**src/pgg_pkg.sv**
```systemverilog
// Shared types, register codes and region tables for the ghost point generator.
package pgg_pkg;

  localparam int unsigned BUFF_W     = 23;
  localparam int unsigned SCALE_W    = 25;
  localparam int unsigned CAP_W      = 21;
  localparam int unsigned SCALE_FRAC = 24;
  localparam int unsigned ADDR_W     = 4;
  localparam int unsigned DATA_W     = 32;
  localparam int unsigned REGIONS_3D = 26;
  localparam int unsigned REGIONS_2D = 8;

  typedef enum logic [1:0] {
    REG_BUFF  = 2'd0,
    REG_SCALE = 2'd1,
    REG_DIM   = 2'd2,
    REG_CAP   = 2'd3
  } reg_idx_e;

  typedef struct packed {
    logic [BUFF_W-1:0]  buff;
    logic [SCALE_W-1:0] scale;
    logic               is3;
    logic [CAP_W-1:0]   cap;
  } cfg_t;

  localparam cfg_t CFG_RESET = '{
    buff:  23'd1677722,
    scale: 25'd13981013,
    is3:   1'b1,
    cap:   21'd1048576
  };

  // Per-axis shift codes; index 0 is x, 1 is y, 2 is z.
  localparam logic [1:0] SH_Z = 2'b00;
  localparam logic [1:0] SH_P = 2'b01;
  localparam logic [1:0] SH_N = 2'b10;

  typedef logic [2:0][1:0] shift_t;

  function automatic shift_t mk(logic [1:0] sx, logic [1:0] sy, logic [1:0] sz);
    shift_t s;
    s[0] = sx;
    s[1] = sy;
    s[2] = sz;
    return s;
  endfunction

  // Region order: faces, then edges, then corners.
  function automatic shift_t region3d(logic [4:0] r);
    shift_t s;
    unique case (r)
      5'd0:    s = mk(SH_Z, SH_Z, SH_P);
      5'd1:    s = mk(SH_P, SH_Z, SH_Z);
      5'd2:    s = mk(SH_Z, SH_N, SH_Z);
      5'd3:    s = mk(SH_N, SH_Z, SH_Z);
      5'd4:    s = mk(SH_Z, SH_P, SH_Z);
      5'd5:    s = mk(SH_Z, SH_Z, SH_N);
      5'd6:    s = mk(SH_Z, SH_P, SH_P);
      5'd7:    s = mk(SH_P, SH_Z, SH_P);
      5'd8:    s = mk(SH_Z, SH_N, SH_P);
      5'd9:    s = mk(SH_N, SH_Z, SH_P);
      5'd10:   s = mk(SH_P, SH_P, SH_Z);
      5'd11:   s = mk(SH_P, SH_N, SH_Z);
      5'd12:   s = mk(SH_N, SH_N, SH_Z);
      5'd13:   s = mk(SH_N, SH_P, SH_Z);
      5'd14:   s = mk(SH_P, SH_Z, SH_N);
      5'd15:   s = mk(SH_Z, SH_N, SH_N);
      5'd16:   s = mk(SH_N, SH_Z, SH_N);
      5'd17:   s = mk(SH_Z, SH_P, SH_N);
      5'd18:   s = mk(SH_P, SH_P, SH_P);
      5'd19:   s = mk(SH_P, SH_N, SH_P);
      5'd20:   s = mk(SH_N, SH_N, SH_P);
      5'd21:   s = mk(SH_N, SH_P, SH_P);
      5'd22:   s = mk(SH_P, SH_P, SH_N);
      5'd23:   s = mk(SH_P, SH_N, SH_N);
      5'd24:   s = mk(SH_N, SH_N, SH_N);
      5'd25:   s = mk(SH_N, SH_P, SH_N);
      default: s = mk(SH_Z, SH_Z, SH_Z);
    endcase
    return s;
  endfunction

  function automatic shift_t region2d(logic [2:0] r);
    shift_t s;
    unique case (r)
      3'd0:    s = mk(SH_P, SH_Z, SH_Z);
      3'd1:    s = mk(SH_Z, SH_N, SH_Z);
      3'd2:    s = mk(SH_N, SH_Z, SH_Z);
      3'd3:    s = mk(SH_Z, SH_P, SH_Z);
      3'd4:    s = mk(SH_P, SH_P, SH_Z);
      3'd5:    s = mk(SH_P, SH_N, SH_Z);
      3'd6:    s = mk(SH_N, SH_N, SH_Z);
      3'd7:    s = mk(SH_N, SH_P, SH_Z);
      default: s = mk(SH_Z, SH_Z, SH_Z);
    endcase
    return s;
  endfunction

  function automatic logic axis_hit(logic [1:0] s, logic lo, logic hi, logic pos);
    logic h;
    unique case (s)
      SH_P:    h = lo;
      SH_N:    h = hi;
      SH_Z:    h = pos;
      default: h = 1'b0;
    endcase
    return h;
  endfunction

endpackage

```
**src/pgg_rescale.sv**
```systemverilog
// Two-stage rescale of each coordinate: scale multiply, then round and clamp.
module pgg_rescale #(
  parameter int unsigned CW = 24,
  parameter int unsigned IB = 20
) (
  input  logic             clk_i,
  input  logic             rst_ni,
  input  pgg_pkg::cfg_t    cfg_i,
  input  logic             beat_valid_i,
  output logic             beat_ready_o,
  input  logic             beat_ghost_i,
  input  logic [IB-1:0]    beat_index_i,
  input  logic [IB-1:0]    beat_ord_i,
  input  logic             beat_ovf_i,
  input  logic             beat_last_i,
  input  logic [2:0]       beat_neg_i,
  input  logic [2:0][CW:0] beat_mag_i,
  output logic             out_valid_o,
  input  logic             out_ready_i,
  output logic             is_ghost_o,
  output logic [IB-1:0]    source_index_o,
  output logic [IB-1:0]    ghost_ordinal_o,
  output logic [CW:0]      x_out_o,
  output logic [CW:0]      y_out_o,
  output logic [CW:0]      z_out_o,
  output logic             capacity_overflow_o,
  output logic             last_of_point_o
);

  localparam int unsigned MW    = CW + 1;
  localparam int unsigned PRODW = MW + pgg_pkg::SCALE_W;
  localparam int unsigned RW    = PRODW + 1 - pgg_pkg::SCALE_FRAC;

  localparam logic [PRODW:0] ROUND_C = (PRODW + 1)'(1) << (pgg_pkg::SCALE_FRAC - 1);
  localparam logic [RW-1:0]  HALF_R  = RW'(1) << (CW - 1);
  localparam logic [RW-1:0]  ONE_R   = RW'(1) << CW;

  logic                   p_v_q, o_v_q;
  logic                   p_take, o_take;
  logic [2:0][PRODW-1:0]  prod_q;
  logic [2:0]             neg_q;
  logic                   ghost_q, ovf_q, last_q;
  logic [IB-1:0]          index_q, ord_q;
  logic [2:0][RW-1:0]     r_c;
  logic [2:0][MW-1:0]     v_c;

  assign o_take       = !o_v_q || out_ready_i;
  assign p_take       = !p_v_q || o_take;
  assign beat_ready_o = p_take;

  always_ff @(posedge clk_i or negedge rst_ni) begin
    if (!rst_ni) begin
      p_v_q <= 1'b0;
      o_v_q <= 1'b0;
    end else begin
      if (p_take) begin
        p_v_q <= beat_valid_i;
      end
      if (o_take) begin
        o_v_q <= p_v_q;
      end
    end
  end

  always_ff @(posedge clk_i) begin
    if (p_take && beat_valid_i) begin
      for (int a = 0; a < 3; a++) begin
        prod_q[a] <= PRODW'(beat_mag_i[a]) * PRODW'(cfg_i.scale);
      end
      neg_q   <= beat_neg_i;
      ghost_q <= beat_ghost_i;
      index_q <= beat_index_i;
      ord_q   <= beat_ord_i;
      ovf_q   <= beat_ovf_i;
      last_q  <= beat_last_i;
    end
  end

  // Round half away from zero on the magnitude, re-center, clamp to [0, one].
  always_comb begin
    logic [PRODW:0] sum;
    for (int a = 0; a < 3; a++) begin
      sum    = (PRODW + 1)'(prod_q[a]) + ROUND_C;
      r_c[a] = sum[PRODW:pgg_pkg::SCALE_FRAC];
      if (neg_q[a]) begin
        v_c[a] = (r_c[a] > HALF_R) ? '0 : MW'(HALF_R - r_c[a]);
      end else begin
        v_c[a] = (r_c[a] > HALF_R) ? MW'(ONE_R) : MW'(HALF_R + r_c[a]);
      end
    end
  end

  always_ff @(posedge clk_i) begin
    if (o_take && p_v_q) begin
      is_ghost_o          <= ghost_q;
      source_index_o      <= index_q;
      ghost_ordinal_o     <= ord_q;
      x_out_o             <= v_c[0];
      y_out_o             <= v_c[1];
      z_out_o             <= cfg_i.is3 ? v_c[2] : '0;
      capacity_overflow_o <= ovf_q;
      last_of_point_o     <= last_q;
    end
  end

  assign out_valid_o = o_v_q;

endmodule

```
**config.mk**
```make
export PLATFORM = sky130hd
export DESIGN_NAME = pgg_rescale
export DESIGN_NICKNAME = d
export VERILOG_FILES = /design/src/pgg_pkg.sv /design/src/pgg_rescale.sv
export SDC_FILE = /design/constraint.sdc
export NUM_CORES = 2
export LEC_CHECK = 0
export BUFFER_PORTS_ARGS = -buffer_cell sky130_fd_sc_hd__buf_2
export CORE_MARGIN = 8
export CORE_UTILIZATION = 40
export DETAILED_ROUTE_END_ITERATION = 10
export SYNTH_ARGS = -nofsm -noshare
export SYNTH_HDL_FRONTEND = slang
export SYNTH_SLANG_ARGS = --single-unit
```
**constraint.sdc**
```tcl
create_clock -name clk_i -period 8 [get_ports clk_i]
set_input_delay 1.6 -clock clk_i [delete_from_list [all_inputs] [get_ports clk_i]]
set_output_delay 1.6 -clock clk_i [all_outputs]
set_load 0.1 [all_outputs]
```
==> metrics.md <==
| Metric | Value |
|---|---|
| CORE AREA | `178000 µm²` |
| Overflow after GRT | `0` |
| Num Clock Sinks | `247` |
| Initial Util | `0.401` |
| TritonCTS buffer count | `31` |
| Minimum clock period | `7.94 ns` |
| CP Class | `input pin to flip-flop` |
| Synthesis-stage register bit count | `between 200 and 250` |
| Worst-Skew Late Latency | `between 0.6 and 0.7 ns` |
| Ys async rst share | `0.00810` |
| CP max stage cell | `fa_1` |
| Period utilisation layout | `0.992` |
| Seq. cell area | `7410 µm²` |
| Cts hold-fix bufs | `0` |
| Die W | `438 µm` |
| Post-synth top area cell | `fa_1` |
| Synthesized area | `about 71000 µm²` |
| Post-synth EDFFs | `245` |
| Syn Area/Cell | `9.32 µm²` |
| CP Max Fanout | `4` |
| Gr usage total | `0.194` |
| Placed wire-length estimate | `158 mm` |
| Dpl ws | `-0.979 ns` |
| Top Family by Delay on Critical Path | `adder cells` |
| Final ANT Viol Nets | `0` |
| Average wire per standard cell | `17.4 µm` |
| Placed insts | `10462` |
| Post-synth top cells | `inv_1, fa_1, nand2_1` |
| YS warnings | `0` |
| DR pass1 iterations | `6` |
| Via count | `around 52000` |
| DRT Wirelength | `184 mm` |
| Share of layout cells above drive strength 1 | `0.134` |
| CP bufs+invs | `9` |
| PnR worst setup slack | `between 0.06 and 0.07 ns` |
| Fin nets | `10498` |
| Clk_skew | `0.0258 ns` |
| Drt drc | `0` |
| Ports | `315` |
| Worst EP required | `8.39 ns` |
| Final Max Tran Viols | `0` |
| TritonCTS clock tree | `yes` |
| Ranking of synthesized cells by area | `fa_1, edfxtp_1, ha_1` |
| Post-synthesis sequential area ratio | `0.104` |
| Global-route wire length before repair | `303 mm` |
| Count leader, synth | `inv_1` |
| Crit start category | `input pin` |
| Multi-input gate area | `~56000 µm²` |
| RSZ-0062 raised after global routing | `true` |
| Die area | `between 150000 and 200000 µm²` |
| HP Class | `flip-flop to flip-flop` |
| Initial antenna violation count | `29` |
| # fillers | `17018` |
| DP Area | `79200 µm²` |
| Final setup fails | `0` |
| Num rows | `155` |
| Status | `finished, final reports clean` |
| Crit-path max cell delay | `0.57 ns` |
| Relative slew slack | `0.380` |
| CP Capture Type | `flip-flop` |
| Initial DRC Count | `2734` |
| Chip height | `438 µm` |
| Final GP Congestion | `0.872` |
| MaxCap Viol Count | `0` |
| Clock Tree Buf Depth | `3` |
| Syn nets | `9964` |
| Final Hold Fails | `0` |
| Via density | `between 4 and 5` |
| Critical Path AT | `roughly 8.3 ns` |
| Netlist cell types | `just under 90` |
| Largest net degree at the start of global routing | `73` |
| Post-route cell area | `about 81000 µm²` |
| CTS Root Buffer Type | `clkbuf_16` |
| Area delta synth->final | `14.4%` |
| Least-Margin Pin Slew | `between 0.9 and 1 ns` |
| Top_reg_cell synth | `edfxtp_1` |
| Number of global-route vias before repair | `56835` |
| H-tree levels | `1` |
| Max Clock Freq | `126 MHz` |
| Clock transition at the registers of the reported paths | `0.06 ns` |
| Top-area cell type share of the netlist area | `0.443` |
| Final cell count without fillers | `10563` |
| Syn Inst Count | `about 7600` |
| IO Port Bufs | `270` |
## path summary, 6_finish.rpt
path	slack, ns	from	to	cells after the start
min in group asynchronous	0.75	rst_ni	out_valid_o	1
setup / recovery	0.06	beat_mag_i[38]	prod_q[96]	28
hold / removal	0.41	ord_q[16]	ghost_ordinal_o[16]	0
max in group asynchronous	7.15	rst_ni	p_v_q	1
setup reg to reg	3.82	prod_q[24]	x_out_o[24]	11
hold reg to reg	0.41	ord_q[16]	ghost_ordinal_o[16]	0
## area by class of cell
cell class	instances	share of cell area
timing repair buffer	893	0.0872
clock buffer	35	0.00972
inverter	1810	0.0835
sequential	247	0.0910
clock inverter	23	0.00318
multi-input combinational	5190	0.689
antenna	10	0.000307
tap	2355	0.0362
## stage by stage
stage,utilization,TNS [ns],hold WS [ns]
floorplan,-,-2.71,0.400
global placement,0.446,-39.23,0.400
detailed placement,0.446,-39.42,0.405
CTS,0.452,-0.0268,0.415
global route,0.458,-1.33,0.417
finish,0.458,0,0.414
## worst register-to-register path, cell delays in order (launching register included)
cell	delay (ns)
edfxtp_1	0.44
ha_1	0.32
nand4_2	0.26
nor3_1	0.38
nand4_1	0.24
a2111oi_1	0.55
o2111ai_1	0.29
nor3b_1	0.39
a22oi_1	0.13
o22a_1	0.49
o21ai_0	0.30
o31ai_1	0.10
## flip-flops by register name, summed over array words and instances (netlist names)
signal               flops
last_q                   1
ord_q                   20
ghost_ordinal_o         20
prod_q                  81
source_index_o          20
x_out_o                 25
is_ghost_o               1
ghost_q                  1
z_out_o                 25
out_valid_o              1
ovf_q                    1
p_v_q                    1
neg_q                    3
y_out_o                 25
capacity_overflow_o      1
index_q                 20
last_of_point_o          1
## cell usage in the layout (no fill, tap or decap), types with 14 or more instances in the layout
cell       instances
nor2b_1           17
nand4_1           43
inv_1           1795
a21o_1            42
clkbuf_16         39
o21ai_0           69
and2_1           971
nand2_1          998
a31oi_1           19
fa_2              23
inv_2             14
ha_1             544
nand2b_1          20
buf_12            61
xor2_1            77
nor3_1            41
fa_1            1552
edfxtp_1         245
buf_2            257
nor2_1           141
o21a_1            18
buf_4            535
xnor2_1          146
and4_1            18
buf_6             25
nand3_1           63
a21oi_1          105
and3_1            24
## cell families (layout without fill, tap and decap cells)
| family | count (synthesis) | count (layout) | synth area share |
|---|---|---|---|
| xor+xnor | 224 | 224 | 0.0276 |
| other cells | 0 | 10 | 0 |
| mux | 7 | 7 | 0.00105 |
| compound gates | 396 | 396 | 0.0361 |
| fa+ha+maj | 2130 | 2130 | 0.541 |
| buf+inv | 2202 | 2761 | 0.117 |
| simple gates | 2433 | 2433 | 0.174 |
| flops | 247 | 247 | 0.104 |
## metal layers
layer | share of wire | GRT usage
met2 | 0.50 | 0.343
met4 | 0.027 | 0.0448
met1 | 0.42 | 0.257
met5 | 0.00026 | 0
met3 | 0.046 | 0.0193
## timing repair
item | in CTS | in global routing
buffers inserted | 4 | 21
cloned | 0 | 8
pin swaps | 9 | 92
resized for setup | 23 | 156
setup endpoints to repair | 26 | 40
Power is not shown: default switching activity piles up to over one toggle a cycle in this logic, so the estimate is an artifact.
