<file path="config.mk">
export PLATFORM = sky130hd
export DESIGN_NAME = pgg_sched
export DESIGN_NICKNAME = d
export VERILOG_FILES = /design/src/pgg_pkg.sv /design/src/pgg_sched.sv
export SDC_FILE = /design/constraint.sdc
export NUM_CORES = 1
export LEC_CHECK = 0
export ABC_AREA = 1
export ABC_CLOCK_PERIOD_IN_PS = 5000
export BUFFER_PORTS_ARGS = -buffer_cell sky130_fd_sc_hd__buf_2
export CORE_UTILIZATION = 30
export DETAILED_ROUTE_END_ITERATION = 12
export GPL_TIMING_DRIVEN = 0
export SETUP_SLACK_MARGIN = 0.2
export SYNTH_ARGS = -nofsm -noshare
export SYNTH_HDL_FRONTEND = slang
export SYNTH_SLANG_ARGS = --single-unit
</file>
<file path="constraint.sdc">
create_clock -name clk_i -period 5 [get_ports clk_i]
set_input_delay 0.25 -clock clk_i [delete_from_list [all_inputs] [get_ports clk_i]]
set_output_delay 0.25 -clock clk_i [all_outputs]
set_load 0.01 [all_outputs]
</file>
<file path="src/pgg_pkg.sv">
// Shared types, register codes and region tables for the ghost point generator.
package pgg_pkg;

  localparam int unsigned BUFF_W     = 23;
  localparam int unsigned SCALE_W    = 25;
  localparam int unsigned CAP_W      = 21;
  localparam int unsigned SCALE_FRAC = 24;
  localparam int unsigned ADDR_W     = 4;
  localparam int unsigned DATA_W     = 32;
  localparam int unsigned REGIONS_3D = 26;
  localparam int unsigned REGIONS_2D = 8;

  typedef enum logic [1:0] {
    REG_BUFF  = 2'd0,
    REG_SCALE = 2'd1,
    REG_DIM   = 2'd2,
    REG_CAP   = 2'd3
  } reg_idx_e;

  typedef struct packed {
    logic [BUFF_W-1:0]  buff;
    logic [SCALE_W-1:0] scale;
    logic               is3;
    logic [CAP_W-1:0]   cap;
  } cfg_t;

  localparam cfg_t CFG_RESET = '{
    buff:  23'd1677722,
    scale: 25'd13981013,
    is3:   1'b1,
    cap:   21'd1048576
  };

  // Per-axis shift codes; index 0 is x, 1 is y, 2 is z.
  localparam logic [1:0] SH_Z = 2'b00;
  localparam logic [1:0] SH_P = 2'b01;
  localparam logic [1:0] SH_N = 2'b10;

  typedef logic [2:0][1:0] shift_t;

  function automatic shift_t mk(logic [1:0] sx, logic [1:0] sy, logic [1:0] sz);
    shift_t s;
    s[0] = sx;
    s[1] = sy;
    s[2] = sz;
    return s;
  endfunction

  // Region order: faces, then edges, then corners.
  function automatic shift_t region3d(logic [4:0] r);
    shift_t s;
    unique case (r)
      5'd0:    s = mk(SH_Z, SH_Z, SH_P);
      5'd1:    s = mk(SH_P, SH_Z, SH_Z);
      5'd2:    s = mk(SH_Z, SH_N, SH_Z);
      5'd3:    s = mk(SH_N, SH_Z, SH_Z);
      5'd4:    s = mk(SH_Z, SH_P, SH_Z);
      5'd5:    s = mk(SH_Z, SH_Z, SH_N);
      5'd6:    s = mk(SH_Z, SH_P, SH_P);
      5'd7:    s = mk(SH_P, SH_Z, SH_P);
      5'd8:    s = mk(SH_Z, SH_N, SH_P);
      5'd9:    s = mk(SH_N, SH_Z, SH_P);
      5'd10:   s = mk(SH_P, SH_P, SH_Z);
      5'd11:   s = mk(SH_P, SH_N, SH_Z);
      5'd12:   s = mk(SH_N, SH_N, SH_Z);
      5'd13:   s = mk(SH_N, SH_P, SH_Z);
      5'd14:   s = mk(SH_P, SH_Z, SH_N);
      5'd15:   s = mk(SH_Z, SH_N, SH_N);
      5'd16:   s = mk(SH_N, SH_Z, SH_N);
      5'd17:   s = mk(SH_Z, SH_P, SH_N);
      5'd18:   s = mk(SH_P, SH_P, SH_P);
      5'd19:   s = mk(SH_P, SH_N, SH_P);
      5'd20:   s = mk(SH_N, SH_N, SH_P);
      5'd21:   s = mk(SH_N, SH_P, SH_P);
      5'd22:   s = mk(SH_P, SH_P, SH_N);
      5'd23:   s = mk(SH_P, SH_N, SH_N);
      5'd24:   s = mk(SH_N, SH_N, SH_N);
      5'd25:   s = mk(SH_N, SH_P, SH_N);
      default: s = mk(SH_Z, SH_Z, SH_Z);
    endcase
    return s;
  endfunction

  function automatic shift_t region2d(logic [2:0] r);
    shift_t s;
    unique case (r)
      3'd0:    s = mk(SH_P, SH_Z, SH_Z);
      3'd1:    s = mk(SH_Z, SH_N, SH_Z);
      3'd2:    s = mk(SH_N, SH_Z, SH_Z);
      3'd3:    s = mk(SH_Z, SH_P, SH_Z);
      3'd4:    s = mk(SH_P, SH_P, SH_Z);
      3'd5:    s = mk(SH_P, SH_N, SH_Z);
      3'd6:    s = mk(SH_N, SH_N, SH_Z);
      3'd7:    s = mk(SH_N, SH_P, SH_Z);
      default: s = mk(SH_Z, SH_Z, SH_Z);
    endcase
    return s;
  endfunction

  function automatic logic axis_hit(logic [1:0] s, logic lo, logic hi, logic pos);
    logic h;
    unique case (s)
      SH_P:    h = lo;
      SH_N:    h = hi;
      SH_Z:    h = pos;
      default: h = 1'b0;
    endcase
    return h;
  endfunction

endpackage

</file>
<file path="src/pgg_sched.sv">
// Region test, ghost numbering and per-result beat sequencer.
module pgg_sched #(
  parameter int unsigned CW = 24,
  parameter int unsigned IB = 20
) (
  input  logic                   clk_i,
  input  logic                   rst_ni,
  input  pgg_pkg::cfg_t          cfg_i,
  input  logic                   in_valid_i,
  output logic                   in_ready_o,
  input  logic [IB-1:0]          point_index_i,
  input  logic [CW-1:0]          x_coord_i,
  input  logic [CW-1:0]          y_coord_i,
  input  logic [CW-1:0]          z_coord_i,
  input  logic                   last_point_i,
  output logic                   beat_valid_o,
  input  logic                   beat_ready_i,
  output logic                   beat_ghost_o,
  output logic [IB-1:0]          beat_index_o,
  output logic [IB-1:0]          beat_ord_o,
  output logic                   beat_ovf_o,
  output logic                   beat_last_o,
  output logic [2:0]             beat_neg_o,
  output logic [2:0][CW:0]       beat_mag_o
);

  localparam int unsigned CMPW = ((pgg_pkg::BUFF_W > CW) ? pgg_pkg::BUFF_W : CW) + 2;
  localparam int unsigned CAPW = ((pgg_pkg::CAP_W > IB + 1) ? pgg_pkg::CAP_W : IB + 1) + 1;
  localparam int unsigned DW   = CW + 3;
  localparam int unsigned MW   = CW + 1;
  localparam int unsigned NR   = pgg_pkg::REGIONS_3D;

  localparam logic [CMPW-1:0] ONE_C   = CMPW'(1) << CW;
  localparam logic [CMPW-1:0] HALF_C  = CMPW'(1) << (CW - 1);
  localparam logic [CAPW-1:0] LIMIT_C = CAPW'(1) << IB;
  localparam logic signed [DW-1:0] ONE_D  = DW'(1) << CW;
  localparam logic signed [DW-1:0] HALF_D = DW'(1) << (CW - 1);

  // Accept-side region test
  logic [2:0][CW-1:0] c_in;
  logic [CMPW-1:0]    buff_eff;
  logic [2:0]         lo, hi, pos, act;
  logic [NR-1:0]      mask_in;
  logic               all_pos;
  logic [1:0]         n_act;
  logic [2:0]         hits_n;
  logic [CAPW-1:0]    cap_eff, cnt_ext, avail;
  logic [2:0]         take;
  logic               ovf_in;

  // Point registers
  logic               pt_v_q, pt_v_d;
  logic               first_q, first_d;
  logic [NR-1:0]      mask_q, mask_d;
  logic [2:0]         left_q, left_d;
  logic [IB:0]        count_q, count_d;
  logic [IB-1:0]      ord_q, idx_q;
  logic [2:0][CW-1:0] crd_q;
  logic               ovf_q;

  // Beat generation
  logic [4:0]                 sel;
  pgg_pkg::shift_t            shift_sel;
  logic                       last_c;
  logic [2:0]                 neg_c;
  logic [2:0][MW-1:0]         mag_c;
  logic signed [2:0][DW-1:0]  d_c;
  logic                       beat_v_q, beat_v_d;
  logic                       beat_take, beat_fire, in_fire;

  assign c_in[0] = x_coord_i;
  assign c_in[1] = y_coord_i;
  assign c_in[2] = z_coord_i;

  assign buff_eff = (CMPW'(cfg_i.buff) > HALF_C) ? HALF_C : CMPW'(cfg_i.buff);

  always_comb begin
    for (int a = 0; a < 3; a++) begin
      pos[a] = |c_in[a];
      lo[a]  = pos[a] && (CMPW'(c_in[a]) < buff_eff);
      hi[a]  = (CMPW'(c_in[a]) + buff_eff) > ONE_C;
      act[a] = lo[a] || hi[a];
    end
  end

  always_comb begin
    pgg_pkg::shift_t s3;
    pgg_pkg::shift_t s2;
    logic            h3, h2;
    for (int r = 0; r < NR; r++) begin
      s3 = pgg_pkg::region3d(5'(r));
      s2 = pgg_pkg::region2d(3'(r));
      h3 = pgg_pkg::axis_hit(s3[0], lo[0], hi[0], pos[0])
        && pgg_pkg::axis_hit(s3[1], lo[1], hi[1], pos[1])
        && pgg_pkg::axis_hit(s3[2], lo[2], hi[2], pos[2]);
      h2 = (r < pgg_pkg::REGIONS_2D)
        && pgg_pkg::axis_hit(s2[0], lo[0], hi[0], pos[0])
        && pgg_pkg::axis_hit(s2[1], lo[1], hi[1], pos[1]);
      mask_in[r] = cfg_i.is3 ? h3 : h2;
    end
  end

  // Hit count is 2^k - 1 over the axes that sit in a band; zero if any used coordinate is zero.
  assign all_pos = pos[0] && pos[1] && (!cfg_i.is3 || pos[2]);
  assign n_act   = 2'(act[0]) + 2'(act[1]) + 2'(cfg_i.is3 && act[2]);
  assign hits_n  = all_pos ? 3'((4'd1 << n_act) - 4'd1) : 3'd0;

  assign cap_eff = (CAPW'(cfg_i.cap) > LIMIT_C) ? LIMIT_C : CAPW'(cfg_i.cap);
  assign cnt_ext = CAPW'(count_q);
  assign avail   = (cnt_ext < cap_eff) ? (cap_eff - cnt_ext) : '0;
  assign ovf_in  = avail < CAPW'(hits_n);
  assign take    = ovf_in ? avail[2:0] : hits_n;

  // Lowest pending region goes next.
  always_comb begin
    sel = '0;
    for (int i = NR - 1; i >= 0; i--) begin
      if (mask_q[i]) begin
        sel = 5'(i);
      end
    end
  end

  always_comb begin
    if (first_q) begin
      shift_sel = pgg_pkg::mk(pgg_pkg::SH_Z, pgg_pkg::SH_Z, pgg_pkg::SH_Z);
    end else if (cfg_i.is3) begin
      shift_sel = pgg_pkg::region3d(sel);
    end else begin
      shift_sel = pgg_pkg::region2d(sel[2:0]);
    end
  end

  assign last_c = first_q ? (left_q == 3'd0) : (left_q == 3'd1);

  always_comb begin
    logic signed [DW-1:0] off;
    for (int a = 0; a < 3; a++) begin
      unique case (shift_sel[a])
        pgg_pkg::SH_P: off = ONE_D;
        pgg_pkg::SH_N: off = -ONE_D;
        default:       off = '0;
      endcase
      d_c[a]   = $signed({3'b000, crd_q[a]}) - HALF_D + off;
      neg_c[a] = d_c[a][DW-1];
      mag_c[a] = neg_c[a] ? MW'(-d_c[a]) : MW'(d_c[a]);
    end
  end

  assign beat_take  = !beat_v_q || beat_ready_i;
  assign beat_fire  = pt_v_q && beat_take;
  assign in_ready_o = !pt_v_q || (beat_fire && last_c);
  assign in_fire    = in_valid_i && in_ready_o;

  always_comb begin
    pt_v_d   = pt_v_q;
    first_d  = first_q;
    mask_d   = mask_q;
    left_d   = left_q;
    count_d  = count_q;
    beat_v_d = beat_v_q;
    if (beat_ready_i) begin
      beat_v_d = 1'b0;
    end
    if (beat_fire) begin
      beat_v_d = 1'b1;
      if (first_q) begin
        first_d = 1'b0;
      end else begin
        mask_d = mask_q & (mask_q - NR'(1));
        left_d = left_q - 3'd1;
      end
      if (last_c) begin
        pt_v_d = 1'b0;
      end
    end
    if (in_fire) begin
      pt_v_d  = 1'b1;
      first_d = 1'b1;
      mask_d  = mask_in;
      left_d  = take;
      count_d = last_point_i ? '0 : count_q + (IB + 1)'(take);
    end
  end

  always_ff @(posedge clk_i or negedge rst_ni) begin
    if (!rst_ni) begin
      pt_v_q   <= 1'b0;
      first_q  <= 1'b0;
      mask_q   <= '0;
      left_q   <= '0;
      count_q  <= '0;
      beat_v_q <= 1'b0;
    end else begin
      pt_v_q   <= pt_v_d;
      first_q  <= first_d;
      mask_q   <= mask_d;
      left_q   <= left_d;
      count_q  <= count_d;
      beat_v_q <= beat_v_d;
    end
  end

  always_ff @(posedge clk_i) begin
    if (in_fire) begin
      idx_q    <= point_index_i;
      crd_q    <= c_in;
      ord_q    <= count_q[IB-1:0];
      ovf_q    <= ovf_in;
    end else if (beat_fire && !first_q) begin
      ord_q    <= ord_q + IB'(1);
    end
    if (beat_fire) begin
      beat_ghost_o <= !first_q;
      beat_index_o <= idx_q;
      beat_ord_o   <= first_q ? '0 : ord_q;
      beat_ovf_o   <= ovf_q;
      beat_last_o  <= last_c;
      beat_neg_o   <= neg_c;
      beat_mag_o   <= mag_c;
    end
  end

  assign beat_valid_o = beat_v_q;

endmodule

</file>
==> out/qor.yml <==
grt-ovfl-total: 0
critical_path.most_common_cell: "sky130_fd_sc_hd__buf_6"
p_total_mw: 12.9
final_cells: 3707
dieWidth_um: 262
detailedPlacementHpwl_um: 50600
layout-area-overhead-vs-synth_pct: 29.9
finalHoldViolations: 0
dieArea_mm2: 0.0684
actual_slew_at_the_worst_max_slew_pin_ns: 0.922
clk_path_buf_depth: 3
layout_commonest_cell: "sky130_fd_sc_hd__nand2_1"
synth.distinct_cells: 74
setup_viol: 19
clkLatencyLatePin_ns: 0.53
drt-vias-per-instance: 4.87
skew_ns: 0.0142
holdCritStartpoint: "x_coord_i[4]"
synth.avg_cell_area_um2: 8.59
fmaxAchievable_mhz: 162
initial_antenna_violation_count: 10
n_fill_cell: 6591
ant_nets: 0
ys_seq_elements: 287
synthFlopType: "sky130_fd_sc_hd__edfxtp_1"
arrival_ns: 6.54
rsz0062_at_grt: "yes"
synth_fp_nets: 2707
failing_checks: "negative setup slack"
floorplan.die.height_um: 262
period_minus_slack_ns: 6.16
status: "finished, violations left"
floorplan.initialDensity: 0.305
critPathLaunchType: "input port"
synthesis.instances: 2353
design.final.nets: 3165
yosys_warn_count: 0
multi_input_gate_area_mm2: 0.0113
detailed_place.area_mm2: 0.0228
endpoint_kind: "flop"
finish.utilization: 0.397
irDropWorstVdd_mv: 0.253
wl_per_cell_um: 17.7
post-place-cells: 3482
clock_sink_count: 287
wirelength_um: 65700
first_global_vias: 17200
share_of_the_cycle_needed_by_the_critical_path_after_routing: 1.23
maxSlewHeadroom: 0.383
cts.reportedPaths.clkPinSlew_ns: 0.05
io_pins: 290
finalInstanceArea_mm2: 0.0263
timing_worst_setup_path_type: "input port to flop"
detailedRoute.firstPassIterationCount: 5
async_flop_share: 0.185
final_layout_size_suffix_gt1_frac: 0.245
finalWeightedCongestion: 0.953
dr_drc_count: 0
most_used_cells_in_the_layout_excluding_fill_and_tap_cells: "sky130_fd_sc_hd__nand2_1, sky130_fd_sc_hd__inv_1, sky130_fd_sc_hd__nor2_1"
via_total_after_detailed_routing: 18000
maxCapViolations: 0
track_usage: 0.185
cp-startpoint: "y_coord_i[0]"
power.static_leakage_nw: 11.6
synth_area_mm2: 0.0202
total_count_of_max_transition_violations_in_the_final_report: 0
worst-r2r-setup-slack_ns: -0.64
ff_latch_area_mm2: 0.00835
rr_startpoint: "count_q[2]$_DFFE_PN0P_"
grt_first_pass_wirelength_um: 96700
pre_cts_slack_ns: -1.94
numPortBuffers: 263
data_required_time_of_the_critical_path_ns: 5.38
hold_path.class: "input port to flop"
core_mm2: 0.0662
ctsHtreeMaxLevel: 2
tns_ns: -14.94
number_of_synthesized_flops_with_an_enable_pin: 234
clockRootBuffer: "sky130_fd_sc_hd__clkbuf_16"
final.setup.worst_slack_ns: -1.16
holdWs_ns: 0.0310
crit_path_top_delay_cell: "sky130_fd_sc_hd__fa_2"
detail_route.iter0.violations: 1506
ys_seq_area_frac: 0.413
pin_count_of_the_biggest_net_entering_global_routing: 81
path_max_fanout: 4
slowest_delay_ns: 0.63
p_per_area_mw_per_mm2: 492
cts_buffers: 34
fp-row-count: 94
clock_tree_from_tritoncts: "built"
cell type report:
class / count / area share
diodes: 7 / 0.000667
repair buffers: 422 / 0.110
clock buffers: 43 / 0.0349
well taps: 864 / 0.0412
inverters: 356 / 0.0521
multi-input cells: 1681 / 0.430
flip-flops and latches: 287 / 0.318
plain buffers: 29 / 0.00677
clock inverters: 18 / 0.00562
per-layer routing:
layer  wire length, um  global-route usage
met1             30000               0.254
met2             29500               0.298
met3              3960              0.0273
met4              2210              0.0630
met5                17                   0
cell families (layout without fill, tap and decap cells):
family                   Yosys count  count (layout)  synth area share
AO/OA/AOI/OAI                    439             439             0.134
XOR/XNOR                         149             149            0.0646
adder cells (fa/ha/maj)          187             187             0.119
buffers and inverters            385             868            0.0731
flip-flops                       287             287             0.413
other                              0               7                 0
AND/OR/NAND/NOR                  906             906             0.196
where the power goes:
group / internal (mW) / leakage, nW / switching (mW) / total [mW]
clock: 1.40 / 0.522 / 0.978 / 2.38
combinational: 2.29 / 8.11 / 3.81 / 6.10
sequential: 3.98 / 2.93 / 0.468 / 4.45
registers in the layout, summed over array words and instances (netlist names):
register	cells
idx_q	20
count_q	21
crd_q	72
beat_index_o	20
beat_ord_o	20
mask_q	26
beat_last_o	1
beat_ghost_o	1
first_q	1
ord_q	20
beat_mag_o	75
left_q	3
beat_valid_o	1
beat_neg_o	3
pt_v_q	1
beat_ovf_o	1
ovf_q	1
worst max-delay path: cells and delay by family:
family,cells,cell delay [ns]
fa+ha+maj,4,1.45
simple gates,13,1.32
buf+inv,22,2.39
compound gates,5,1.01
xor+xnor,1,0.09
cell usage after synthesis, types with 4 or more instances:
cell	n	area [um2]
sky130_fd_sc_hd__a211oi_1	8	60.1
sky130_fd_sc_hd__a21boi_0	4	30.0
sky130_fd_sc_hd__a21boi_2	4	45.0
sky130_fd_sc_hd__a21o_1	12	90.1
sky130_fd_sc_hd__a21oi_1	169	846
sky130_fd_sc_hd__a21oi_2	13	114
sky130_fd_sc_hd__a21oi_4	4	65.1
sky130_fd_sc_hd__a31oi_1	26	163
sky130_fd_sc_hd__and3_1	6	37.5
sky130_fd_sc_hd__clkbuf_1	21	78.8
sky130_fd_sc_hd__dfrtp_1	53	1330
sky130_fd_sc_hd__edfxtp_1	234	7030
sky130_fd_sc_hd__fa_1	9	180
sky130_fd_sc_hd__ha_1	178	2230
sky130_fd_sc_hd__inv_1	338	1270
sky130_fd_sc_hd__inv_2	15	56.3
sky130_fd_sc_hd__nand2_1	353	1330
sky130_fd_sc_hd__nand2_2	13	81.3
sky130_fd_sc_hd__nand3_1	79	395
sky130_fd_sc_hd__nand4_1	27	169
sky130_fd_sc_hd__nor2_1	309	1160
sky130_fd_sc_hd__nor2_2	7	43.8
sky130_fd_sc_hd__nor2_4	5	56.3
sky130_fd_sc_hd__nor3_1	43	215
sky130_fd_sc_hd__nor4_1	32	200
sky130_fd_sc_hd__o2111ai_1	6	52.6
sky130_fd_sc_hd__o211ai_1	18	135
sky130_fd_sc_hd__o21a_1	4	30.0
sky130_fd_sc_hd__o21ai_0	105	526
sky130_fd_sc_hd__o21ai_1	8	40.0
sky130_fd_sc_hd__o21bai_1	11	82.6
sky130_fd_sc_hd__o31ai_1	13	97.6
sky130_fd_sc_hd__or2_2	9	56.3
sky130_fd_sc_hd__xnor2_1	41	359
sky130_fd_sc_hd__xor2_1	108	946
repair_timing:
item | 4_1_cts | 5_1_grt
endpoints found under the hold margin | 49 | 53
buffers inserted | 75 | 32
gates cloned | 0 | 0
endpoints found under the setup margin | 24 | 59
pin swaps | 59 | 74
hold buffers | 49 | 1
resized for setup | 138 | 150
path summary, 6_finish.rpt:
kind,endpoint,cells past startpoint
max in group asynchronous,mask_q[13]$_DFFE_PN0P_,2
hold / removal,crd_q[4]$_DFFE_PP_,1
setup reg to reg,count_q[12]$_DFFE_PN0P_,37
hold reg to reg,beat_index_o[5]$_DFFE_PP_,0
setup / recovery,left_q[0]$_DFFE_PN0P_,45
min in group asynchronous,count_q[18]$_DFFE_PN0P_,2
No activity file was read; power rests on OpenSTA's default activity.
