===== src/pgg_pkg.sv =====
// Shared types, register codes and region tables for the ghost point generator.
package pgg_pkg;

  localparam int unsigned BUFF_W     = 23;
  localparam int unsigned SCALE_W    = 25;
  localparam int unsigned CAP_W      = 21;
  localparam int unsigned SCALE_FRAC = 24;
  localparam int unsigned ADDR_W     = 4;
  localparam int unsigned DATA_W     = 32;
  localparam int unsigned REGIONS_3D = 26;
  localparam int unsigned REGIONS_2D = 8;

  typedef enum logic [1:0] {
    REG_BUFF  = 2'd0,
    REG_SCALE = 2'd1,
    REG_DIM   = 2'd2,
    REG_CAP   = 2'd3
  } reg_idx_e;

  typedef struct packed {
    logic [BUFF_W-1:0]  buff;
    logic [SCALE_W-1:0] scale;
    logic               is3;
    logic [CAP_W-1:0]   cap;
  } cfg_t;

  localparam cfg_t CFG_RESET = '{
    buff:  23'd1677722,
    scale: 25'd13981013,
    is3:   1'b1,
    cap:   21'd1048576
  };

  // Per-axis shift codes; index 0 is x, 1 is y, 2 is z.
  localparam logic [1:0] SH_Z = 2'b00;
  localparam logic [1:0] SH_P = 2'b01;
  localparam logic [1:0] SH_N = 2'b10;

  typedef logic [2:0][1:0] shift_t;

  function automatic shift_t mk(logic [1:0] sx, logic [1:0] sy, logic [1:0] sz);
    shift_t s;
    s[0] = sx;
    s[1] = sy;
    s[2] = sz;
    return s;
  endfunction

  // Region order: faces, then edges, then corners.
  function automatic shift_t region3d(logic [4:0] r);
    shift_t s;
    unique case (r)
      5'd0:    s = mk(SH_Z, SH_Z, SH_P);
      5'd1:    s = mk(SH_P, SH_Z, SH_Z);
      5'd2:    s = mk(SH_Z, SH_N, SH_Z);
      5'd3:    s = mk(SH_N, SH_Z, SH_Z);
      5'd4:    s = mk(SH_Z, SH_P, SH_Z);
      5'd5:    s = mk(SH_Z, SH_Z, SH_N);
      5'd6:    s = mk(SH_Z, SH_P, SH_P);
      5'd7:    s = mk(SH_P, SH_Z, SH_P);
      5'd8:    s = mk(SH_Z, SH_N, SH_P);
      5'd9:    s = mk(SH_N, SH_Z, SH_P);
      5'd10:   s = mk(SH_P, SH_P, SH_Z);
      5'd11:   s = mk(SH_P, SH_N, SH_Z);
      5'd12:   s = mk(SH_N, SH_N, SH_Z);
      5'd13:   s = mk(SH_N, SH_P, SH_Z);
      5'd14:   s = mk(SH_P, SH_Z, SH_N);
      5'd15:   s = mk(SH_Z, SH_N, SH_N);
      5'd16:   s = mk(SH_N, SH_Z, SH_N);
      5'd17:   s = mk(SH_Z, SH_P, SH_N);
      5'd18:   s = mk(SH_P, SH_P, SH_P);
      5'd19:   s = mk(SH_P, SH_N, SH_P);
      5'd20:   s = mk(SH_N, SH_N, SH_P);
      5'd21:   s = mk(SH_N, SH_P, SH_P);
      5'd22:   s = mk(SH_P, SH_P, SH_N);
      5'd23:   s = mk(SH_P, SH_N, SH_N);
      5'd24:   s = mk(SH_N, SH_N, SH_N);
      5'd25:   s = mk(SH_N, SH_P, SH_N);
      default: s = mk(SH_Z, SH_Z, SH_Z);
    endcase
    return s;
  endfunction

  function automatic shift_t region2d(logic [2:0] r);
    shift_t s;
    unique case (r)
      3'd0:    s = mk(SH_P, SH_Z, SH_Z);
      3'd1:    s = mk(SH_Z, SH_N, SH_Z);
      3'd2:    s = mk(SH_N, SH_Z, SH_Z);
      3'd3:    s = mk(SH_Z, SH_P, SH_Z);
      3'd4:    s = mk(SH_P, SH_P, SH_Z);
      3'd5:    s = mk(SH_P, SH_N, SH_Z);
      3'd6:    s = mk(SH_N, SH_N, SH_Z);
      3'd7:    s = mk(SH_N, SH_P, SH_Z);
      default: s = mk(SH_Z, SH_Z, SH_Z);
    endcase
    return s;
  endfunction

  function automatic logic axis_hit(logic [1:0] s, logic lo, logic hi, logic pos);
    logic h;
    unique case (s)
      SH_P:    h = lo;
      SH_N:    h = hi;
      SH_Z:    h = pos;
      default: h = 1'b0;
    endcase
    return h;
  endfunction

endpackage


===== src/pgg_cfg.sv =====
// APB register file holding band width, scale, dimension and ghost capacity.
module pgg_cfg (
  input  logic                         clk_i,
  input  logic                         rst_ni,
  input  logic                         psel,
  input  logic                         penable,
  input  logic                         pwrite,
  input  logic [pgg_pkg::ADDR_W-1:0]   paddr,
  input  logic [pgg_pkg::DATA_W-1:0]   pwdata,
  output logic [pgg_pkg::DATA_W-1:0]   prdata,
  output logic                         pready,
  output pgg_pkg::cfg_t                cfg_o
);

  pgg_pkg::cfg_t     cfg_q;
  pgg_pkg::reg_idx_e sel;
  logic              wr_en;

  assign sel    = pgg_pkg::reg_idx_e'(paddr[3:2]);
  assign wr_en  = psel && penable && pwrite;
  assign pready = 1'b1;
  assign cfg_o  = cfg_q;

  always_ff @(posedge clk_i or negedge rst_ni) begin
    if (!rst_ni) begin
      cfg_q <= pgg_pkg::CFG_RESET;
    end else if (wr_en) begin
      unique case (sel)
        pgg_pkg::REG_BUFF:  cfg_q.buff  <= pwdata[pgg_pkg::BUFF_W-1:0];
        pgg_pkg::REG_SCALE: cfg_q.scale <= pwdata[pgg_pkg::SCALE_W-1:0];
        pgg_pkg::REG_DIM:   cfg_q.is3   <= pwdata[0];
        pgg_pkg::REG_CAP:   cfg_q.cap   <= pwdata[pgg_pkg::CAP_W-1:0];
        default:            cfg_q       <= cfg_q;
      endcase
    end
  end

  always_comb begin
    unique case (sel)
      pgg_pkg::REG_BUFF:  prdata = pgg_pkg::DATA_W'(cfg_q.buff);
      pgg_pkg::REG_SCALE: prdata = pgg_pkg::DATA_W'(cfg_q.scale);
      pgg_pkg::REG_DIM:   prdata = pgg_pkg::DATA_W'(cfg_q.is3);
      pgg_pkg::REG_CAP:   prdata = pgg_pkg::DATA_W'(cfg_q.cap);
      default:            prdata = '0;
    endcase
  end

endmodule


===== config.mk =====
export PLATFORM = sky130hd
export DESIGN_NAME = pgg_cfg
export DESIGN_NICKNAME = d
export VERILOG_FILES = /design/src/pgg_pkg.sv /design/src/pgg_cfg.sv
export SDC_FILE = /design/constraint.sdc
export NUM_CORES = 1
export LEC_CHECK = 0
export BUFFER_PORTS_ARGS = -buffer_cell sky130_fd_sc_hd__buf_2
export CAP_MARGIN = 20
export CORE_ASPECT_RATIO = 1.1
export CORE_MARGIN = 2
export CORE_UTILIZATION = 25
export DETAILED_ROUTE_END_ITERATION = 10
export GPL_ROUTABILITY_DRIVEN = 0
export PLACE_DENSITY = 0.6
export SETUP_SLACK_MARGIN = 0.05
export SKIP_CTS_REPAIR_TIMING = 1
export SLEW_MARGIN = 10
export SYNTH_ARGS = -nofsm -noshare
export SYNTH_HDL_FRONTEND = slang
export SYNTH_SLANG_ARGS = --single-unit

===== constraint.sdc =====
create_clock -name clk_i -period 3.9 [get_ports clk_i]
set_clock_uncertainty 0.15 [all_clocks]
set_input_delay 0.78 -clock clk_i [delete_from_list [all_inputs] [get_ports clk_i]]
set_output_delay 0.78 -clock clk_i [all_outputs]
set_load 0.03 [all_outputs]

==> results of run 1 <==
-- cells in the mapped netlist --
master,instances
conb_1,2
buf_4,13
buf_2,3
nor3b_4,1
mux4_2,1
nor3_2,1
clkbuf_1,4
mux2_2,67
nor3b_1,1
mux2_1,3
dfrtp_1,44
nor2_1,3
nand2_1,21
o21ai_0,20
dfstp_2,26
nand3_2,1
and2_1,1
mux2i_1,22
buf_6,2
and3b_1,2
-- routing by layer --
layer	global-route usage [%]	up-vias	part of all wire (%)
li1	-	1085	-
met2	20.59	79	49
met1	15.06	1148	43
met5	0	-	0
met4	4.345	0	1.3
met3	4.363	10	6.9
-- stage by stage --
stage	setup WS [ps]	hold slack [ps]	instance area [um^2]
5_1_grt	752.4	389.8	4345
4_1_cts	829.9	370.2	4345
2_1_floorplan	974.4	334.4	3256
3_5_place_dp	819.8	357.3	4019
3_3_place_gp	822.3	340.0	4019
6_report	885.5	369.1	4345
-- power groups by stage --
stage | logic, mW | clock network, mW | registers (mW)
after floorplan | 0.351 | 0 | 1.41
after global placement | 0.990 | 0 | 1.07
after detailed placement | 1.00 | 0 | 1.08
after CTS | 1.00 | 0.905 | 1.07
after global routing | 1.05 | 0.938 | 1.10
final | 0.988 | 0.875 | 1.07
-- path summary, 6_finish.rpt --
check / cells past startpoint / end / slack [ps]
worst max-delay path: 5 / prdata[7] / 890
min in group asynchronous: 1 / cfg_o[53] / 430
worst max register to register: 1 / cfg_o[29] / 2960
worst min-delay path: 1 / cfg_o[64] / 370
max in group asynchronous: 1 / cfg_o[18] / 2610
worst min register to register: 1 / cfg_o[64] / 370
-- critical path, stage by stage --
cell and delay [ps]:
buf_2 360, buf_4 390, mux2i_1 230, o21ai_0 90, buf_2 200
-- kinds of logic (layout without fill, tap and decap cells) --
kind of cell	count (synthesis)	after routing	synth area share, %
simple gates	31	31	4.954
other cells	2	8	0.2323
compound gates	20	20	3.096
buf+inv	22	152	4.644
flops	70	70	55.19
mux	93	93	31.89
-- cell type report --
cell class	instances	area [um^2]	area share (%)
clock buffer	11	242.7	5.586
clock inverter	5	83.83	1.929
multi-input combinational	152	1330	30.61
sequential	70	1784	41.06
tap	157	196.4	4.521
timing repair buffer	136	708.2	16.30
==> impl_results.md, run 1 <==
- Status: finished, final reports clean
- Minimum clock period after layout: 3015 ps
- Tcrit/Tclk final: 77.30%
- PortBufs: 126
- Register area share after synthesis: 55.19%
- CTS root buf: clkbuf_16
- Max-cap violations: 0
- Clk sink count: 70
- Die W: 112.4 um
- Tightest Pin Transition: 877.1 ps
- Clock slew at reported path FFs: 60 ps
- Hold Startpoint: cfg_o[64]
- Clock latency on the worst-skew pair: 330 ps
- Fillers: 1,276
- Register share of total power: 36.5%
- Pin count of the biggest net entering global routing: 71
- Final hold vios: 0
- Crit path DAT: 2080 ps
- Vias per cell: 4.373
- Power Dens Cells: 674.9 nW/um^2
- Synthesized flop and latch total: 70
- Final Slew Violations: 0
- FMAX: 331.7 MHz
- CTS tree: done
- Clock power share: 29.8%
- DRT Pass-1 Iters: 4
- Htree depth: 3
- Drt drc: 0
- Final setup fails: 0
- Post-synth top area cell: dfrtp_1
- CP Launch Type: input port
- Starting Density: 25.57%
- Worst Setup Path Type: input port to output port
- WL final: 8.277 mm
- Yosys cell types: 20
- Worst Path Required: 2970 ps
- Core ar.: 12,640 um^2
- Hold Crit Class: register to register
- Most common cell after layout, fill and taps aside: buf_2
- Sw Pwr: 1.083 mW
- Vias after detailed routing: 2,322
- Avg WL per Cell: 15.59 um
- Placed Instances: 515
- Crit path max fanout: 16
- Worst slew margin relative to its limit: 41.53%
- Clock Path Buffers: 2
- Mapped cell area: 3233 um^2
- Initial antenna violation count: 0
- N_diodes: 0
- Vias in the first global route: 2,315
- I/O pin total: 144
- Total track usage: 12.40%
- DRT antenna net count: 0
- CTS buffer count: 9
- Average size of a mapped cell: 13.58 um^2
- First-pass GRT wire length: 12.85 mm
- Post-synth top area share: 34.06%
- Sw Share: 36.92%
- Pint: 1.850 mW
- Max reg flops: 70
- DP HPWL: 5.939 mm
- Setup_tns: 0 ps
- Die footprint: 13,860 um^2
- RSZ-0062 raised after global routing: false
- Area grow syn2layout: 34.40%
- Chip height: 123.3 um
- Fin util: 34.37%
- DR iter-0 viols: 69
- Design Power: 2.933 mW
- Launch point of the worst reg-to-reg path: cfg_o[29]
- Comb pwr share: 33.7%
- Layout net count: 410
- Ys Warns: 0
- Fin cells: 531
- Grt ovf: 0
- Maximum vdd drop: 0.2413 mV
- Critical path origin: paddr[2]
- Leak: 2.092 nW
- Most frequent cells in the layout: buf_2 (125), mux2_2 (67), dfrtp_1 (44)
- Cells after Synth: 238
- Share of cells above drive strength 1: 66.58%
- Crit. End Element: output port
- Row cnt: 43
- Area contributors post-synth: dfrtp_1 (34%), mux2_2 (23%), dfstp_2 (21%), mux2i_1 (6.8%), o21ai_0 (3.1%)
Power figures use the tool's default switching activity.
==> run 2: changes to the inputs <==
Clock period 3.9 ns to 2.8 ns, I/O delays scaled along.
==> impl_results.md, run 2 (synthesized netlist as in run 1, its figures left out) <==
- Tcrit/Tclk final: 87.75%
- Max-cap violations: 0 (unchanged)
- Design area: 4360 um^2 (was 4345 um^2)
- CTS root buf: clkbuf_16 (unchanged)
- Critical-path cell list: buf_2, and2_1, buf_4, nand2_1, o21ai_0, buf_2 (was buf_2, buf_4, mux2i_1, o21ai_0, buf_2)
- DRT Pass-1 Iters: 4 (unchanged)
- CP Launch Type: input port (unchanged)
- CP most frequent cell: buf_2 (unchanged)
- Vias in the first global route: 2,393 (was 2,315)
- Worst Setup Path Type: input port to output port (unchanged)
- Worst slew margin relative to its limit: 40.30% (was 41.53%)
- Clk sink count: 70 (unchanged)
- Placed Area: 4034 um^2 (was 4019 um^2)
- Hold Crit Class: input port to async pin (was register to register)
- CP peak stage delay: 400 ps (was 390 ps)
- Core ar.: 12,640 um^2 (unchanged)
- Vias per cell: 4.426 (was 4.373)
- Grt ovf: 0 (unchanged)
- Maximum vdd drop: 0.3445 mV (was 0.2413 mV)
- Final hold vios: 0 (unchanged)
- Die W: 112.4 um (unchanged)
- Row cnt: 43 (unchanged)
- DP HPWL: 5.890 mm (was 5.939 mm)
- Status: finished, final reports clean (unchanged)
- Max reg flops: 70 (unchanged)
- Setup_tns: 0 ps (unchanged)
- Share of cells above drive strength 1: 66.76% (was 66.58%)
- PortBufs: 126 (unchanged)
- Vias after detailed routing: 2,359 (was 2,322)
- DR iter-0 viols: 79 (was 69)
- CP max stage cell: and2_1 (was buf_4)
- Clock slew at reported path FFs: 60 ps (about the same)
- Fin util: 34.49% (was 34.37%)
- Most common cell after layout, fill and taps aside: buf_2 (unchanged)
- DRT antenna net count: 0 (unchanged)
- Layout net count: 412 (was 410)
- Hold WS: 204.8 ps (was 369.1 ps)
- Worst Path Required: 2090 ps (was 2970 ps)
- Tightest Pin Transition: 895.5 ps (was 877.1 ps)
- I/O pin total: 144 (unchanged)
- Total track usage: 12.69% (was 12.40%)
- Final setup fails: 0 (unchanged)
- Crit. End Element: output port (unchanged)
- Launch point of the worst reg-to-reg path: cfg_o[29] (unchanged)
- Die footprint: 13,860 um^2 (unchanged)
- Chip height: 123.3 um (unchanged)
- Htree depth: 3 (unchanged)
- Power Dens Cells: 941.8 nW/um^2 (was 674.9 nW/um^2)
- RSZ-0062 raised after global routing: false (unchanged)
- Most frequent cells in the layout: buf_2 (125), mux2_2 (67), dfrtp_1 (44) (unchanged)
- CTS buffer count: 9 (unchanged)
- WL final: 8.484 mm (was 8.277 mm)
- Avg WL per Cell: 15.92 um (was 15.59 um)
- Clock Path Buffers: 2 (unchanged)
- Starting Density: 25.57% (unchanged)
- Clock latency on the worst-skew pair: 330 ps (about the same)
- Drt drc: 0 (unchanged)
- Crit path DAT: 1750 ps (was 2080 ps)
- FMAX: 407.0 MHz
- Area grow syn2layout: 34.87% (was 34.40%)
- N_diodes: 0 (unchanged)
- Critical path origin: paddr[2] (unchanged)
- Leak: 2.112 nW (was 2.092 nW)
- Crit path max fanout: 8 (was 16)
- Initial antenna violation count: 0 (unchanged)
- First-pass GRT wire length: 13.17 mm (was 12.85 mm)
- Final Slew Violations: 0 (unchanged)
- Pin count of the biggest net entering global routing: 71 (unchanged)
- Minimum clock period after layout: 2457 ps
- CTS tree: done (unchanged)
run 2: area by class of cell:
cell class / count / area [um^2]
Clock inverter: 4 / 70.07
Multi-Input combinational cell: 152 / 1330
Tap cell: 157 / 196.4
Fill cell: 1278 / 8283
Timing Repair Buffer: 138 / 723.2
Sequential cell: 70 / 1784
Clock buffer: 12 / 256.5
run 2: report_power, final:
part           internal, mW  leakage [nW]  switching [mW]
Sequential             1.32         0.812           0.175
Combinational         0.458          1.14           0.920
Clock                 0.825         0.163           0.414
Total                  2.60          2.11            1.51
run 2: metrics by stage:
| stage | total power, mW | std cells | setup WS [ps] |
|---|---|---|---|
| 3_3_place_gp | 2.872 | 517 | 298.6 |
| 5_1_grt | 4.323 | 533 | 234.0 |
| 4_1_cts | 4.174 | 533 | 300.6 |
| 3_5_place_dp | 2.900 | 517 | 293.8 |
| 6_report | 4.107 | 533 | 343.0 |
| 2_1_floorplan | 2.459 | 244 | 314.4 |
run 2: critical path: cells and delay by family:
kind / cells / cell delay (ps)
buf+inv: 3 / 620
simple gates: 2 / 450
compound gates: 1 / 120
run 2: final timing paths:
kind	end	slack, ps	cells past startpoint
setup / recovery	prdata[18]	340	6
hold / removal	cfg_o[53]	200	1
setup reg to reg	cfg_o[29]	1850	1
hold reg to reg	cfg_o[19]	360	1
max in group asynchronous	cfg_o[65]	1710	1
min in group clk_i	cfg_o[45]	310	2
run 2: layer usage:
layer	share of wire (%)	wire, um	global-route usage, %	vias up
met5	0	0	0	-
li1	-	-	-	1089
met3	6.8	578	4.755	12
met1	43	3643	15.25	1179
met4	1.4	117	4.345	0
met2	49	4143	21.08	79
==> run 3: changes to the inputs <==
Settings changed: CAP_MARGIN 20 to unset, RECOVER_POWER set to 100.
==> impl_results.md, run 3 (synthesized netlist as in run 1, its figures left out) <==
- Failing checks: capacitance limit, slew limit
- Max-cap violations: 1 (was 0)
- Share of cells above drive strength 1: 40.96% (was 66.76%)
- Hold WS: 314.6 ps (was 204.8 ps)
- Minimum clock period after layout: 2555 ps (was 2457 ps)
- DR iter-0 viols: 89 (was 79)
- Final setup fails: 0 (unchanged)
- Initial antenna violation count: 0 (unchanged)
- DP HPWL: 5.890 mm (unchanged)
- Crit path DAT: 1850 ps (was 1750 ps)
- Area grow syn2layout: 30.15% (was 34.87%)
- DRT antenna net count: 0 (unchanged)
- I/O pin total: 144 (unchanged)
- Tcrit/Tclk final: 91.25% (was 87.75%)
- Placed Area: 4034 um^2 (unchanged)
- Tightest Pin Transition: 1783 ps (was 895.5 ps)
- Die footprint: 13,860 um^2 (unchanged)
- Final setup margin: 245.0 ps (was 343.0 ps)
- Final Slew Violations: 71 (was 0)
- Fin util: 33.28% (was 34.49%)
- Hold Crit Class: input port to register (was input port to async pin)
- Delay-heaviest family, CP: buffers and inverters (unchanged)
- Core ar.: 12,640 um^2 (unchanged)
- CTS tree: done (unchanged)
- Vias after detailed routing: 2,362 (was 2,359)
- CTS root buf: clkbuf_16 (unchanged)
- Clock latency on the worst-skew pair: 330 ps (about the same)
- Clk sink count: 70 (unchanged)
- Crit path max fanout: 29 (was 8)
- Htree depth: 3 (unchanged)
- Final hold vios: 0 (unchanged)
- Critical-path cell list: clkbuf_1, clkbuf_2, mux4_2, clkbuf_2 (was buf_2, and2_1, buf_4, nand2_1, o21ai_0, buf_2)
- CP Launch Type: input port (unchanged)
- Most frequent cells in the layout: clkbuf_1 (96), mux2_2 (67), dfrtp_1 (44) (was buf_2 (125), mux2_2 (67), dfrtp_1 (44))
- CP peak stage delay: 570 ps (was 400 ps)
- Most common cell after layout, fill and taps aside: clkbuf_1 (was buf_2)
- Worst Path Required: 2090 ps (about the same)
- Row cnt: 43 (unchanged)
- DRT Pass-1 Iters: 4 (unchanged)
- Avg WL per Cell: 15.96 um (was 15.92 um)
- Pin count of the biggest net entering global routing: 71 (unchanged)
- RSZ-0062 raised after global routing: false (unchanged)
- N_diodes: 0 (unchanged)
- Max reg flops: 70 (unchanged)
- Setup_tns: 0 ps (unchanged)
- Power Dens Cells: 957.4 nW/um^2 (was 941.8 nW/um^2)
- Vias in the first global route: 2,393 (unchanged)
- CP max stage cell: clkbuf_2 (was and2_1)
- Drt drc: 0 (unchanged)
- CP bufs+invs: 3 (unchanged)
- Worst slew margin relative to its limit: -18.88% (was 40.30%)
- Design area: 4208 um^2 (was 4360 um^2)
- Total track usage: 12.69% (unchanged)
- Leak: 1.793 nW (was 2.112 nW)
- Status: finished, violations left (was finished, final reports clean)
- Grt ovf: 0 (unchanged)
- Vias per cell: 4.432 (was 4.426)
- FMAX: 391.4 MHz (was 407.0 MHz)
- Layout net count: 412 (unchanged)
- Pre-CTS WS: 293.8 ps (unchanged)
- Maximum vdd drop: 0.3374 mV (was 0.3445 mV)
- WL final: 8.507 mm (was 8.484 mm)
- First-pass GRT wire length: 13.17 mm (unchanged)
- CTS buffer count: 9 (unchanged)
- Worst Setup Path Type: input port to output port (unchanged)
- Clock Path Buffers: 2 (unchanged)
- Crit. End Element: output port (unchanged)
- PortBufs: 126 (unchanged)
- CP most frequent cell: clkbuf_2 (was buf_2)
- Die W: 112.4 um (unchanged)
- Chip height: 123.3 um (unchanged)
- Starting Density: 25.57% (unchanged)
- Clock slew at reported path FFs: 50 ps (was 60 ps)
## run 3: changes by cell type in the layout (fill, tap and decap cells not counted), sizes merged
cell / change
clkbuf: +100
buf: -100
## run 3: worst paths after layout
path	slack, ps	cells after the start	from	to
setup / recovery	240	4	paddr[3]	prdata[0]
setup reg to reg	1850	1	cfg_o[29]	cfg_o[29]
hold reg to reg	370	1	cfg_o[19]	cfg_o[19]
min in group asynchronous	550	1	rst_ni	cfg_o[53]
hold / removal	310	2	pwdata[24]	cfg_o[46]
max in group asynchronous	900	1	rst_ni	cfg_o[16]
## run 3: area by class of cell
class,instances,area [um^2]
flip-flops and latches,70,1784
fillers,1329,8436
clock buffers,12,256.5
repair buffers,138,584.3
well taps,157,196.4
clock inverters,4,70.07
multi-input cells,152,1316
## run 3: per-stage QoR
stage | cells | total power [mW]
finish | 533 | 4.029
global route | 533 | 4.242
CTS | 533 | 4.174
detailed placement | 517 | 2.900
global placement | 517 | 2.872
floorplan | 244 | 2.459
## run 3: per-layer routing
layer / vias to the layer above / part of all wire (%) / GRT usage (%)
li1: 1086 / - / -
met1: 1173 / 42 / 15.25
met2: 92 / 49 / 21.08
met3: 11 / 7.6 / 4.755
met4: 0 / 1.4 / 4.345
met5: - / 0 / 0
## run 3: power breakdown
| group | total (mW) | switching, mW | internal [mW] | leakage [nW] |
|---|---|---|---|---|
| clock network | 1.24 | 0.413 | 0.825 | 0.163 |
| registers | 1.50 | 0.184 | 1.32 | 0.812 |
| logic | 1.29 | 0.920 | 0.372 | 0.818 |
